===== config.mk =====
export PLATFORM = sky130hd
export DESIGN_NAME = bsc_ctrl
export DESIGN_NICKNAME = d
export VERILOG_FILES = /design/src/hw/rtl/bsc_pkg.sv /design/src/hw/rtl/bsc_ctrl.sv
export SDC_FILE = /design/constraint.sdc
export NUM_CORES = 1
export LEC_CHECK = 0
export BUFFER_PORTS_ARGS = -buffer_cell sky130_fd_sc_hd__buf_2
export CORE_MARGIN = 1
export CORE_UTILIZATION = 52
export CTS_CLUSTER_DIAMETER = 60
export DETAILED_ROUTE_END_ITERATION = 8
export MAX_ROUTING_LAYER = met4
export PLACE_DENSITY_LB_ADDON = 0.2
export SYNTH_ARGS = -nofsm -noshare
export SYNTH_HDL_FRONTEND = slang
export SYNTH_SLANG_ARGS = --single-unit

===== constraint.sdc =====
create_clock -name clk_i -period 4.19 [get_ports clk_i]
set_input_delay 0.419 -clock clk_i [delete_from_list [all_inputs] [get_ports clk_i]]
set_output_delay 0.419 -clock clk_i [all_outputs]
set_load 0.05 [all_outputs]

===== src/hw/rtl/bsc_pkg.sv =====
// ----------------------------------------------------------------------------
// Byte substitution cipher package
// Shared widths, command and status codes, and the controller/datapath bundles.
// ----------------------------------------------------------------------------
package bsc_pkg;

  localparam int unsigned ByteW     = 8;
  localparam int unsigned TableSize = 256;
  localparam int unsigned MarkCntW  = 9;

  typedef logic [ByteW-1:0] byte_t;
  typedef logic [2:0]       cmd_t;
  typedef logic [1:0]       status_t;

  typedef enum logic [2:0] {
    CMD_LOAD_SEED = 3'd0,
    CMD_GEN_KEY   = 3'd1,
    CMD_STAGE     = 3'd2,
    CMD_COMMIT    = 3'd3,
    CMD_ENCRYPT   = 3'd4,
    CMD_DECRYPT   = 3'd5
  } cmd_e;

  typedef enum logic [1:0] {
    ST_OK         = 2'd0,
    ST_SEED_EMPTY = 2'd1,
    ST_SEED_FULL  = 2'd2,
    ST_INCOMPLETE = 2'd3
  } status_e;

  // Controller to datapath commands
  typedef struct packed {
    logic    take;
    logic    seed_wr;
    logic    stage_wr;
    logic    marks_clr;
    logic    lookup_rd;
    logic    gen_init;
    logic    sw_seed_rd;
    logic    sw_rd_i;
    logic    sw_rd_j;
    logic    sw_wr_i;
    logic    sw_wr_j;
    logic    cp_rd;
    logic    cp_wr;
    logic    rb_rd;
    logic    rb_wr;
    logic    k_clr;
    logic    k_inc;
    logic    sp_clr;
    logic    sp_inc;
    logic    seed_clr;
    logic    st_ld;
    status_e st;
    logic    out_load;
  } bsc_cmd_t;

  // Datapath to controller status
  typedef struct packed {
    logic accepted;
    cmd_t command;
    logic seed_empty;
    logic seed_full;
    logic key_complete;
    logic k_last;
    logic out_free;
  } bsc_sts_t;

endpackage


===== src/hw/rtl/bsc_ctrl.sv =====
// ----------------------------------------------------------------------------
// Byte substitution cipher controller
// Sequences request decode, key generation, commit copy and inverse rebuild.
// ----------------------------------------------------------------------------
module bsc_ctrl import bsc_pkg::*; (
  input  logic     clk_i,
  input  logic     rst_ni,
  input  bsc_sts_t sts_i,
  output bsc_cmd_t cmd_o
);

  typedef enum logic [12:0] {
    S_IDLE    = 13'b0000000000001,
    S_DECODE  = 13'b0000000000010,
    S_INIT    = 13'b0000000000100,
    S_SW_SEED = 13'b0000000001000,
    S_SW_RDI  = 13'b0000000010000,
    S_SW_RDJ  = 13'b0000000100000,
    S_SW_WRI  = 13'b0000001000000,
    S_SW_WRJ  = 13'b0000010000000,
    S_CP_RD   = 13'b0000100000000,
    S_CP_WR   = 13'b0001000000000,
    S_RB_RD   = 13'b0010000000000,
    S_RB_WR   = 13'b0100000000000,
    S_RESP    = 13'b1000000000000
  } state_e;

  state_e state_q, state_d;

  always_ff @(posedge clk_i or negedge rst_ni) begin
    if (!rst_ni) begin
      state_q <= S_IDLE;
    end else begin
      state_q <= state_d;
    end
  end

  always_comb begin
    cmd_o   = '0;
    state_d = state_q;
    case (state_q)
      S_IDLE: begin
        cmd_o.take = 1'b1;
        if (sts_i.accepted) begin
          state_d = S_DECODE;
        end
      end
      S_DECODE: begin
        cmd_o.st_ld = 1'b1;
        cmd_o.st    = ST_OK;
        state_d     = S_RESP;
        case (sts_i.command)
          CMD_LOAD_SEED: begin
            if (sts_i.seed_full) begin
              cmd_o.st = ST_SEED_FULL;
            end else begin
              cmd_o.seed_wr = 1'b1;
            end
          end
          CMD_GEN_KEY: begin
            if (sts_i.seed_empty) begin
              cmd_o.st = ST_SEED_EMPTY;
            end else begin
              cmd_o.k_clr = 1'b1;
              state_d     = S_INIT;
            end
          end
          CMD_STAGE: cmd_o.stage_wr = 1'b1;
          CMD_COMMIT: begin
            if (!sts_i.key_complete) begin
              cmd_o.st = ST_INCOMPLETE;
            end else begin
              cmd_o.marks_clr = 1'b1;
              cmd_o.k_clr     = 1'b1;
              state_d         = S_CP_RD;
            end
          end
          CMD_ENCRYPT, CMD_DECRYPT: cmd_o.lookup_rd = 1'b1;
          default: ;
        endcase
      end
      // Fill the forward table with the identity
      S_INIT: begin
        cmd_o.gen_init = 1'b1;
        if (sts_i.k_last) begin
          cmd_o.k_clr  = 1'b1;
          cmd_o.sp_clr = 1'b1;
          state_d      = S_SW_SEED;
        end else begin
          cmd_o.k_inc = 1'b1;
        end
      end
      S_SW_SEED: begin
        cmd_o.sw_seed_rd = 1'b1;
        state_d          = S_SW_RDI;
      end
      S_SW_RDI: begin
        cmd_o.sw_rd_i = 1'b1;
        state_d       = S_SW_RDJ;
      end
      S_SW_RDJ: begin
        cmd_o.sw_rd_j = 1'b1;
        state_d       = S_SW_WRI;
      end
      S_SW_WRI: begin
        cmd_o.sw_wr_i = 1'b1;
        state_d       = S_SW_WRJ;
      end
      S_SW_WRJ: begin
        cmd_o.sw_wr_j = 1'b1;
        if (sts_i.k_last) begin
          cmd_o.k_clr    = 1'b1;
          cmd_o.seed_clr = 1'b1;
          state_d        = S_RB_RD;
        end else begin
          cmd_o.k_inc  = 1'b1;
          cmd_o.sp_inc = 1'b1;
          state_d      = S_SW_SEED;
        end
      end
      S_CP_RD: begin
        cmd_o.cp_rd = 1'b1;
        state_d     = S_CP_WR;
      end
      S_CP_WR: begin
        cmd_o.cp_wr = 1'b1;
        if (sts_i.k_last) begin
          cmd_o.k_clr = 1'b1;
          state_d     = S_RB_RD;
        end else begin
          cmd_o.k_inc = 1'b1;
          state_d     = S_CP_RD;
        end
      end
      S_RB_RD: begin
        cmd_o.rb_rd = 1'b1;
        state_d     = S_RB_WR;
      end
      S_RB_WR: begin
        cmd_o.rb_wr = 1'b1;
        if (sts_i.k_last) begin
          state_d = S_RESP;
        end else begin
          cmd_o.k_inc = 1'b1;
          state_d     = S_RB_RD;
        end
      end
      S_RESP: begin
        if (sts_i.out_free) begin
          cmd_o.out_load = 1'b1;
          state_d        = S_IDLE;
        end
      end
      default: state_d = S_IDLE;
    endcase
  end

endmodule


==> impl_metrics.py <==
metrics = {
    "placement": {
        "dp_hpwl_um": 1850,
        "place_area_um2": 1160,
        "gp_congestion": 0.866,
        "io_buffers": 34,
        "place.detailed.instances": 165,
    },
    "layout": {
        "largest_reg_flops": 13,
        "drive_gt1_share_pct": 31.9,
        "finalNonFillerCells": 169,
        "diodes": 0,
        "layout_commonest_cell": "buf_2",
        "final_area_um2": 1190,
        "fin_nets": 156,
        "regMostFlops": "state_q",
        "layout_common_cells": "34 x buf_2, 13 x nor2_1, 12 x dfrtp_1, 6 x nor3b_1",
        "largestRegisters": "state_q x13",
        "syn2layout_area_growth_pct": 20.2,
    },
    "cts": {
        "cts.sinks": 13,
        "cts-resized-gates": 0,
        "cts_tree": "done",
        "postCtsHoldBufs": 0,
        "numCtsBuffers": 3,
        "clock_path_buffers": 2,
        "cts-root-buf": "clkbuf_4",
        "clkTransAtPathRegs_ns": 0.08,
        "cts_setup_buffers": 0,
        "cts.htree.levels": 1,
        "clock_latency_ns": 0.28,
    },
    "floorplanning": {
        "start_util_pct": 56.1,
        "die_area_um2": 2080,
        "coreArea_um2": 1760,
        "dieWidth_um": 45.6,
        "io_pins": 35,
        "row_count": 15,
        "fp.dieH_um": 45.6,
    },
    "power_and_ir_drop": {
        "ir_drop_mv": 0.239,
        "power_mw": 0.449,
        "powerDensity_nw_per_um2": 377,
        "seqPwrFrac_pct": 36.6,
        "internal-power_mw": 0.250,
        "p_comb_share_pct": 46.1,
        "switching_power_mw": 0.199,
        "swShare_pct": 44.4,
        "p_clk_share_pct": 17.3,
        "p_leak_nw": 0.638,
    },
    "synth": {
        "synth_cell_types": 44,
        "synth_simple_gate_area_share_pct": 45.8,
        "synth_top_cell_area_share_pct": 30.3,
        "synth_fa_ha_area_share_pct": 0,
        "synth_area_um2": 990,
        "syn_area_per_cell_um2": 8.92,
        "yosys_warnings": 0,
        "synth_compound_area_share_pct": 12.1,
        "synth.area.mux_share_pct": 0,
        "ys_seq_elements": 13,
        "synth_xor_area_share_pct": 4.42,
        "syn_inst": 111,
        "postSynth.asyncResetShare_pct": 100,
        "synth_nets": 122,
        "netlist.top_cell.by_area": "dfrtp_1",
        "synthTopCellsByArea": "dfrtp_1 30%, nor2_1 4.9%, nor3b_1 4.6%",
        "synth-seq-area-share_pct": 33.0,
        "synth_top_family_by_area": "simple AND/OR/NAND/NOR gates",
        "synth_edf_count": 0,
        "synth-main-ff-cell": "dfrtp_1",
    },
    "critical_path": {
        "endpoint_kind": "output pin",
        "path_cells": "nor4_4 -> nand4_4 -> or4_4 -> nor3_2 -> buf_2",
        "r2r_end": "state_q[0]",
        "cp.depth": 5,
        "crit_type": "flop to output pin",
        "max_stage_delay_ns": 0.53,
        "timing.rr.start": "state_q[5]",
        "slowest_stage": "or4_4",
        "startpoint_type": "flop",
        "cp_data_arrival_time_ns": 2.41,
        "r2r_cells": 4,
        "cp_num_buf_inv": 1,
        "rrSetupSlack_ns": 2.31,
        "startpoint": "state_q[5]",
        "cp_top_family": "simple AND/OR/NAND/NOR gates",
        "crit_required_ns": 3.77,
        "setup.worst_path.end": "cmd_o[22]",
        "crit_fanout": 9,
    },
    "timing": {
        "finalHoldViolCount": 0,
        "setup-tns-final_ns": 0,
        "slew_violations": 0,
        "rsz0062_at_grt": "no",
        "period_needed_ns": 2.83,
        "tightest_slew_ns": 0.555,
        "timing.hold.ws_ns": 0.00665,
        "clock_skew_ns": 0.00353,
        "period_share_pct": 67.5,
        "setup-violations-final": 0,
        "clock.fmax_mhz": 354,
        "max_slew_margin_pct": 62.7,
    },
    "routing": {
        "wl_um": 2290,
        "via_per_inst": 5.68,
        "ant_nets": 0,
        "drt_iter0_markers": 11,
        "drt-pass1-iter-count": 5,
        "drcViolationCount": 0,
        "vias": 960,
        "routedWlPerCell_um": 13.5,
    },
    "global_routing": {
        "antenna_found_initial": 0,
        "grt_usage_pct": 26.8,
        "grt_pass1_wl_um": 3820,
        "grt_max_degree": 14,
        "grt-ovfl-total": 0,
        "grt_pass1_vias": 840,
    },
    "run_status": {
        "status": "finished, final reports clean",
    },
    "flow_run": {
        "drv_cap": 0,
    },
    "worst_hold_path": {
        "hold_class": "input port to async pin",
    },
}
-- cell families after synthesis --
kind of cell    after synthesis
xor+xnor                      5
flops                        13
simple gates                 67
compound gates               16
buf+inv                      10
-- metal layers --
metal | part of all wire (%) | track usage, % | routed length (um)
met1 | 46 | 35.0 | 1060
met3 | 3.4 | 7.14 | 77
met4 | 0.70 | 7.88 | 16
met2 | 49 | 40.3 | 1130
met5 | 0 | - | 0
-- cell usage after synthesis, drive strengths merged (4+ instances only) --
library cell,count
and3,5
and4b,4
dfrtp,12
inv,5
nand3,5
nand4,4
nor2,13
nor3,7
nor3b,7
nor4,5
-- worst min path at each step --
stage                      start  slack, ns           to
after floorplan           rst_ni       0.12  state_q[10]
after global placement    rst_ni       0.32   state_q[3]
after detailed placement  rst_ni       0.32   state_q[3]
after CTS                 rst_ni       0.01   state_q[3]
after global routing      rst_ni       0.02   state_q[1]
final                     rst_ni      0.007   state_q[4]
-- cell type report --
type,count,area [um2]
inverter,5,18.8
multi-input combinational,88,617
sequential,13,327
timing repair buffer,34,170
fill,166,574
tap,25,31.3
clock buffer,4,26.3
-- through the flow --
step / setup WS, ns / util (%)
2_1_floorplan: 1.12 / -
3_3_place_gp: 1.74 / 66.0
3_5_place_dp: 1.67 / 66.0
4_1_cts: 1.36 / 67.4
5_1_grt: 1.21 / 67.4
6_report: 1.36 / 67.4
-- power by group through the flow --
stage	logic, mW	registers (mW)	clock network (mW)
after global placement	0.205	0.166	0
after floorplan	0.164	0.161	0
after detailed placement	0.205	0.167	0
after CTS	0.206	0.164	0.0805
final	0.207	0.165	0.0777
after global routing	0.228	0.169	0.0867
Note: power is estimated with default switching activity, not from simulation.
